### config.mk
export PLATFORM = sky130hd
export DESIGN_NAME = sorted_alarm_timer_queue
export DESIGN_NICKNAME = d
export VERILOG_FILES = /design/src/sv/satq_pkg.sv /design/src/sv/satq_cell.sv /design/src/sv/sorted_alarm_timer_queue.sv
export SDC_FILE = /design/constraint.sdc
export NUM_CORES = 2
export LEC_CHECK = 0
export BUFFER_PORTS_ARGS = -buffer_cell sky130_fd_sc_hd__clkbuf_2
export CAP_MARGIN = 20
export CORE_MARGIN = 2
export CORE_UTILIZATION = 30
export CTS_BUF_LIST = sky130_fd_sc_hd__clkbuf_16
export CTS_CLUSTER_DIAMETER = 50
export DETAILED_ROUTE_END_ITERATION = 10
export REMOVE_ABC_BUFFERS = 1
export SLEW_MARGIN = 30
export SYNTH_ARGS = -nofsm -noshare
export SYNTH_HDL_FRONTEND = slang
export SYNTH_HIERARCHICAL = 1
export SYNTH_SLANG_ARGS = --single-unit
### constraint.sdc
create_clock -name clk -period 30.5 [get_ports clk]
set_clock_uncertainty 0.1 [all_clocks]
set_input_delay 1.525 -clock clk [delete_from_list [all_inputs] [get_ports clk]]
set_output_delay 1.525 -clock clk [all_outputs]
set_load 0.03 [all_outputs]
### src/sv/satq_pkg.sv
// Types and constants of the sorted alarm timer queue.
package satq_pkg;

	localparam int DEPTH_DEF   = 16;
	localparam int MAX_RESULTS = 16;
	localparam int CNT_W       = $clog2(MAX_RESULTS + 1);

	// request mode codes
	localparam logic MODE_TICK   = 1'b0;
	localparam logic MODE_INSERT = 1'b1;

	// result kind codes
	localparam logic [1:0] KIND_NONE     = 2'd0;
	localparam logic [1:0] KIND_ACCEPTED = 2'd1;
	localparam logic [1:0] KIND_REJECTED = 2'd2;
	localparam logic [1:0] KIND_EXPIRED  = 2'd3;

	typedef struct packed {
		logic        mode;
		logic [15:0] delay_seconds;
		logic [7:0]  alarm_id;
	} req_t;

	typedef struct packed {
		logic [1:0]  event_kind;
		logic [7:0]  expired_tag;
		logic [15:0] expired_delay;
		logic        last_result;
	} rsp_t;

	// one stored alarm
	typedef struct packed {
		logic [31:0] deadline;
		logic [15:0] delay;
		logic [7:0]  tag;
	} entry_t;

	typedef struct packed {
		logic   valid;
		entry_t ent;
	} slot_t;

	// command broadcast to every cell of the chain
	typedef struct packed {
		logic   ins;
		logic   pop;
		entry_t ent;
	} chain_cmd_t;

	typedef enum logic {
		ST_IDLE,
		ST_SCAN
	} state_t;

endpackage

### src/sv/satq_cell.sv
// One cell of the sorted chain: holds one alarm, shifts right on insert, left on pop.
module satq_cell (
	input  logic                 clk,
	input  logic                 arst_n,
	input  satq_pkg::chain_cmd_t cmd,
	input  logic                 found_in,
	output logic                 found_out,
	input  satq_pkg::slot_t      prev_slot,
	input  satq_pkg::slot_t      next_slot,
	output satq_pkg::slot_t      slot
);
	import satq_pkg::*;

	logic        valid_q;
	entry_t      ent_q;
	logic [31:0] diff;
	logic        here;

	// stored deadline same or later than the new one, or cell empty
	assign diff      = ent_q.deadline - cmd.ent.deadline;
	assign here      = !valid_q || !diff[31];
	assign found_out = found_in | here;
	assign slot      = '{valid: valid_q, ent: ent_q};

	// valid flag
	always_ff @(posedge clk or negedge arst_n) begin
		if (!arst_n) begin
			valid_q <= 1'b0;
		end else if (cmd.ins) begin
			if (found_in) begin
				valid_q <= prev_slot.valid;
			end else if (here) begin
				valid_q <= 1'b1;
			end
		end else if (cmd.pop) begin
			valid_q <= next_slot.valid;
		end
	end

	// payload
	always_ff @(posedge clk) begin
		if (cmd.ins) begin
			if (found_in) begin
				ent_q <= prev_slot.ent;
			end else if (here) begin
				ent_q <= cmd.ent;
			end
		end else if (cmd.pop) begin
			ent_q <= next_slot.ent;
		end
	end

endmodule

### src/sv/sorted_alarm_timer_queue.sv
// Sorted alarm timer queue: a request is taken when start is high and busy low. An insert
// shows its accepted or rejected result, then each expired alarm; a tick shows its expired
// alarms or one nothing-due result; an item gives at most MAX_RESULTS results. Results
// appear one per cycle on rsp with strobe high for exactly one cycle and cannot be held
// off; last_result marks the final one, shown in the same cycle busy drops. An item
// occupies the accept cycle, in which the cell chain does the insert or the time counter
// advances for a tick, then busy cycles of one head check each, since only the head cell
// is compared against the time counter. No clearing pass follows reset.
module sorted_alarm_timer_queue #(
	parameter int DEPTH = satq_pkg::DEPTH_DEF
) (
	input  logic           clk,
	input  logic           arst_n,
	input  logic           start,
	input  satq_pkg::req_t req,
	output logic           busy,
	output logic           strobe,
	output satq_pkg::rsp_t rsp
);
	import satq_pkg::*;

	state_t           state_q, state_d;
	logic [31:0]      now_q, now_d;
	rsp_t             pend_q, pend_d;
	logic             pend_v_q, pend_v_d;
	logic [CNT_W-1:0] cnt_q, cnt_d;
	rsp_t             rsp_q, rsp_d;
	logic             strobe_q, strobe_d;

	chain_cmd_t cmd;
	slot_t      slot_w [DEPTH+2];
	logic       found_w [DEPTH+1];
	slot_t      head;
	logic       full;
	logic [31:0] head_diff;
	logic       due;

	// cell chain, padded with empty slots at both ends
	assign slot_w[0]       = '0;
	assign slot_w[DEPTH+1] = '0;
	assign found_w[0]      = 1'b0;

	for (genvar i = 0; i < DEPTH; i++) begin : g_cell
		satq_cell u_cell (
			.clk       (clk),
			.arst_n    (arst_n),
			.cmd       (cmd),
			.found_in  (found_w[i]),
			.found_out (found_w[i+1]),
			.prev_slot (slot_w[i]),
			.next_slot (slot_w[i+2]),
			.slot      (slot_w[i+1])
		);
	end

	assign head      = slot_w[1];
	assign full      = slot_w[DEPTH].valid;
	assign head_diff = head.ent.deadline - now_q;
	assign due       = head.valid && (head_diff == '0 || head_diff[31])
		&& (cnt_q < CNT_W'(MAX_RESULTS));

	// state and time registers
	always_ff @(posedge clk or negedge arst_n) begin
		if (!arst_n) begin
			state_q  <= ST_IDLE;
			now_q    <= '0;
			pend_v_q <= 1'b0;
			cnt_q    <= '0;
			strobe_q <= 1'b0;
		end else begin
			state_q  <= state_d;
			now_q    <= now_d;
			pend_v_q <= pend_v_d;
			cnt_q    <= cnt_d;
			strobe_q <= strobe_d;
		end
	end

	// result payload
	always_ff @(posedge clk) begin
		pend_q <= pend_d;
		rsp_q  <= rsp_d;
	end

	// sequencer: insert or tick, then pop due heads one per cycle
	always_comb begin
		state_d  = state_q;
		now_d    = now_q;
		pend_d   = pend_q;
		pend_v_d = pend_v_q;
		cnt_d    = cnt_q;
		rsp_d    = rsp_q;
		strobe_d = 1'b0;
		cmd      = '0;
		cmd.ent  = '{deadline: now_q + 32'(req.delay_seconds),
			delay: req.delay_seconds, tag: req.alarm_id};
		case (state_q)
			ST_IDLE: begin
				if (start) begin
					state_d = ST_SCAN;
					if (req.mode == MODE_INSERT) begin
						cmd.ins  = !full;
						pend_d   = '{event_kind: full ? KIND_REJECTED : KIND_ACCEPTED,
							expired_tag: '0, expired_delay: '0, last_result: 1'b0};
						pend_v_d = 1'b1;
						cnt_d    = CNT_W'(1);
					end else begin
						now_d    = now_q + 32'd1;
						pend_v_d = 1'b0;
						cnt_d    = '0;
					end
				end
			end
			ST_SCAN: begin
				if (due) begin
					// previous result is not the last; head becomes pending
					cmd.pop  = 1'b1;
					strobe_d = pend_v_q;
					rsp_d    = pend_q;
					pend_d   = '{event_kind: KIND_EXPIRED, expired_tag: head.ent.tag,
						expired_delay: head.ent.delay, last_result: 1'b0};
					pend_v_d = 1'b1;
					cnt_d    = cnt_q + CNT_W'(1);
				end else begin
					strobe_d = 1'b1;
					if (pend_v_q) begin
						rsp_d             = pend_q;
						rsp_d.last_result = 1'b1;
					end else begin
						rsp_d = '{event_kind: KIND_NONE, expired_tag: '0,
							expired_delay: '0, last_result: 1'b1};
					end
					pend_v_d = 1'b0;
					state_d  = ST_IDLE;
				end
			end
			default: begin
				state_d = ST_IDLE;
			end
		endcase
	end

	assign busy   = (state_q != ST_IDLE);
	assign strobe = strobe_q;
	assign rsp    = rsp_q;

endmodule

* Word level (Yosys, flattened, before mapping)
Cells that the tools add are included.
Word-level totals: bits in registers 1006, logic and storage cells 354, output and inout port bits 29, input port bits 28
Cells by class: multiplexer cells 149, equal/unequal tests 19, order comparisons 1, reduce and logical (&&, ||, !) cells 72, add/sub/neg operators 20, bitwise operators 16
Operators by type and width (count):
- $mux W56 | 63
- $sub A32 B32 Y32 | 17
- $mux W27 | 5
- $mux W1 | 74
- $pmux W27 S2 | 1
- $ne A3 B1 Y1 const B | 15
- $reduce_and A2 Y1 | 17
- $add A32 B1 Y32 const B | 1
- $add A32 B16 Y32 | 1
- $logic_not A1 Y1 | 32
- $logic_not A32 Y1 | 1
- $logic_or A1 B1 Y1 | 17
- $or A1 B1 Y1 | 14
- $mux W5 | 2
- $pmux W5 S2 | 1
- $reduce_and A3 Y1 | 2
- $add A5 B1 Y5 const B | 1
- $lt A5 B5 Y1 const B | 1
- $ne A2 B1 Y1 const B | 2
- $ne A2 B2 Y1 const B | 2
- $pmux W1 S2 | 2
- $logic_and A1 B1 Y1 | 2
- $mux W2 | 1
- $not A1 Y1 | 2
- $reduce_bool A2 Y1 | 1

* Logic depth before layout (Yosys ltp)
depth in word-level cells 20, depth in mapped cells 84, mapped depth without buffers 53

* Cells and area by module
Netlist, hierarchy kept.
By module, submodules not included:
- satq_cell | times used 16, seq. area each 1706.6 sq um, cells each 367, area each 3677.3 sq um
- sorted_alarm_timer_queue | times used 1, seq. area each 2592.5 sq um, cells each 742, area each 6721.4 sq um

* Least setup slack after synthesis
OpenSTA, ideal clock, no wires.
path type input to register, from input port req[8] (netlist bit), to register g_cell[15].u_cell.ent_q (netlist bit g_cell[15].u_cell/slot[0]) (enable), arrival 16.832 ns, path buffers 30, setup slack 13.065 ns, library setup time 0.503 ns, cell stages on the path 83, data required time 29.897 ns, path through ha_1 > inv_1 > fa_1 > nor2b_1 > o21ai_0 > a21boi_0 > o21ai_0 > a21boi_0 > o21ai_0 > a31oi_1 > a21oi_1 > o21ai_1 > nand3_1 > xnor2_1 > inv_1 > ha_1 > nand4_1 > nor3_2 > [... 47 more ...] > nor2b_1 > nand2_1 > clkbuf_1 > buf_2 > nor2b_1 > nand2_1 > clkbuf_1 > buf_2 > nor2b_1 > nand2_1 > clkbuf_1 > buf_2 > nor2b_1 > nand2_1 > clkbuf_1 > buf_2 > nor2b_1 > a31oi_1
RTL lines:
- from (decl) | line sorted_alarm_timer_queue.sv:15 | input satq_pkg::req_t req,
- to (signal assigned) | line satq_cell.sv:44 | ent_q <= prev_slot.ent;
- to (signal assigned) | line satq_cell.sv:46 | ent_q <= cmd.ent;
- to (signal assigned) | line satq_cell.sv:49 | ent_q <= next_slot.ent;
- to (decl) | line satq_cell.sv:15 | entry_t ent_q;

==> flow_metrics.tcl <==
set metrics [dict create \
    worstRegToRegCells 56 \
    die_w_um 471 \
    clock.fmax_ghz 0.0478 \
    clk_latency_ns 0.80 \
    period_minus_slack_ns 20.94 \
    cts_resized 0 \
    rows 171 \
    syn2layout_area_growth_pct 13.9 \
    portBuffers 56 \
    place_ws_ns 8.47 \
    use_met3 0.0217 \
    cp_data_required_time_ns 30.85 \
    cts_max_path_buffers 3 \
    cp_slowest_cell "o21ai_1" \
    powerDensity_nw_per_um2 109 \
    cp-end-kind "register" \
    grt_first_pass_wirelength_um 284000 \
    hpwlAfterDp_um 127000 \
    cp_slowest_stage_delay_ns 0.65 \
    drtIter0Drc 3902 \
    start_kind "input pin" \
    reg2reg_to "g_cell[15].u_cell/slot[31]" \
    pwr-share-seq 0.380 \
    setup_ws_ns 9.56 \
    clkSlewWorstSetupHoldPaths_ns 0.05 \
    grt_most_used_layer "met2" \
    clock_tree.root_cell "clkbuf_16" \
    vias 49105 \
    cts_tree "done" \
    grt_usage 0.161 \
    worstPathMaxFanout 56 \
    htreeDepth 4 \
    relSlewSlack 0.323 \
    layout_common_cells "1,164 x a21oi_1, 1,037 x nor2_1, 949 x edfxtp_1" \
    endpoint "g_cell[15].u_cell/slot[31]" \
    drc 0 \
    holdCritPathClass "reg2reg" \
    worst_pin_slew_ns 1.02 \
    postCtsHoldBufs 0 \
    post_drt_wl_per_cell_um 19.0 \
    fin_setup_tns_ns 0 \
    arrival_ns 21.29 \
    syn_inst 6613 \
    worstSetupStartpoint "req[8]" \
    timing.rr.start "now_q[0]" \
    gp_congestion 0.895 \
    finalInstanceArea_um2 74700 \
    dieHeight_um 471 \
    power_switching_mw 3.33 \
    worst-setup-path-type "in2reg" \
    rsz0062_at_grt "no" \
    yosysWarnings 6 \
    first_global_vias 48511 \
    intPower_mw 4.80 \
    cap_violations 0 \
    grt_overflow_total 0 \
    wl_um 183000 \
    reg2reg_slack_ns 10.23 \
    antenna_found_initial 7 \
    io_pins 57 \
    power_mw 8.13 \
    dr.pass1.iters 6 \
    post_cts_buffers 0 \
    drv_slew 0 \
    status "finished clean" \
    placed_cell_area_um2 69600 \
    irDropWorstVdd_v 0.0000828 \
    dieArea_um2 222000 \
    leakage_nw 34.6 \
    synth_area_per_cell_um2 9.91 \
    design.core.area_um2 217000 \
    grt_start_max_net_pins 248 \
    layout-drive-gt1-share 0.0794 \
    hold_violations 0 \
    viasPerCell 5.09 \
    cts_buffers 142 \
    antenna_left 0 \
    start_util 0.302 \
    cts_sinks 1005 \
    combPwrFrac 0.406 \
    grt_use_met1 0.220 \
    pwr-share-clk 0.214 \
    hold_slack_ns 0.398 \
    mostFrequentLayoutCell "a21oi_1" \
    period_share 0.687 \
    synthesis.area_um2 65600 \
    nets 7231 \
    grt.met2_usage 0.264 \
    critPathMostFrequentCell "nor2b_1" \
    power.share.switching 0.410 \
    setup_violations 0 \
]
[how the worst min path moves through the flow]
stage | endpoint | start | slack [ns] | cells past startpoint
2_1_floorplan | cnt_q[4] | cnt_q[4] | 0.37 | 2
6_report | rsp[15] | pend_q[15] | 0.40 | 1
5_1_grt | rsp[15] | pend_q[15] | 0.43 | 1
4_1_cts | rsp[15] | pend_q[15] | 0.40 | 1
3_5_place_dp | rsp[11] | pend_q[11] | 0.40 | 1
3_3_place_gp | rsp[5] | pend_q[5] | 0.40 | 1
[cell type report]
type | count | area (µm²)
clock buffers | 145 | 3630
clock inverters | 113 | 1320
well taps | 2854 | 3570
repair buffers | 158 | 1190
multi-input cells | 4823 | 33000
fillers | 21654 | 142000
inverters | 542 | 2030
flip-flops and latches | 1005 | 29900
diodes | 2 | 5.00
[critical path: cells and delay by family]
kind	cells	cell delay (ns)
simple gates	36	13.88
xor+xnor	2	0.56
compound gates	10	2.48
fa+ha+maj	3	0.98
buf+inv	6	1.70
[metal layers]
layer  up-vias  routed length [µm]
met1     24047               85000
met3       224                8350
met4         6                4570
li1      23730                   -
met2      1098               85300
met5         -                  29
[power by group through the flow]
stage	Combinational (mW)	Clock (mW)	Sequential [mW]
after floorplan	2.92	0	3.33
after global placement	3.17	0	3.09
after CTS	3.31	1.78	3.08
after global routing	3.71	1.83	3.16
after detailed placement	3.29	0	3.10
final	3.30	1.74	3.09
[registers in the layout, indices dropped and copies added, names as in the netlist]
register	flops
rsp	27
g_cell.u_cell/valid_q	16
now_q	32
pend_q	26
g_cell.u_cell/slot	896
pend_v_q	1
cnt_q	5
strobe	1
busy	1
[metrics by stage]
| step | instances | util |
|---|---|---|
| 2_1_floorplan | 6370 | - |
| 3_3_place_gp | 9376 | 0.320 |
| 3_5_place_dp | 9379 | 0.321 |
| 4_1_cts | 9637 | 0.343 |
| 5_1_grt | 9641 | 0.344 |
| 6_report | 9642 | 0.344 |
(Power assumes the default switching activity.)
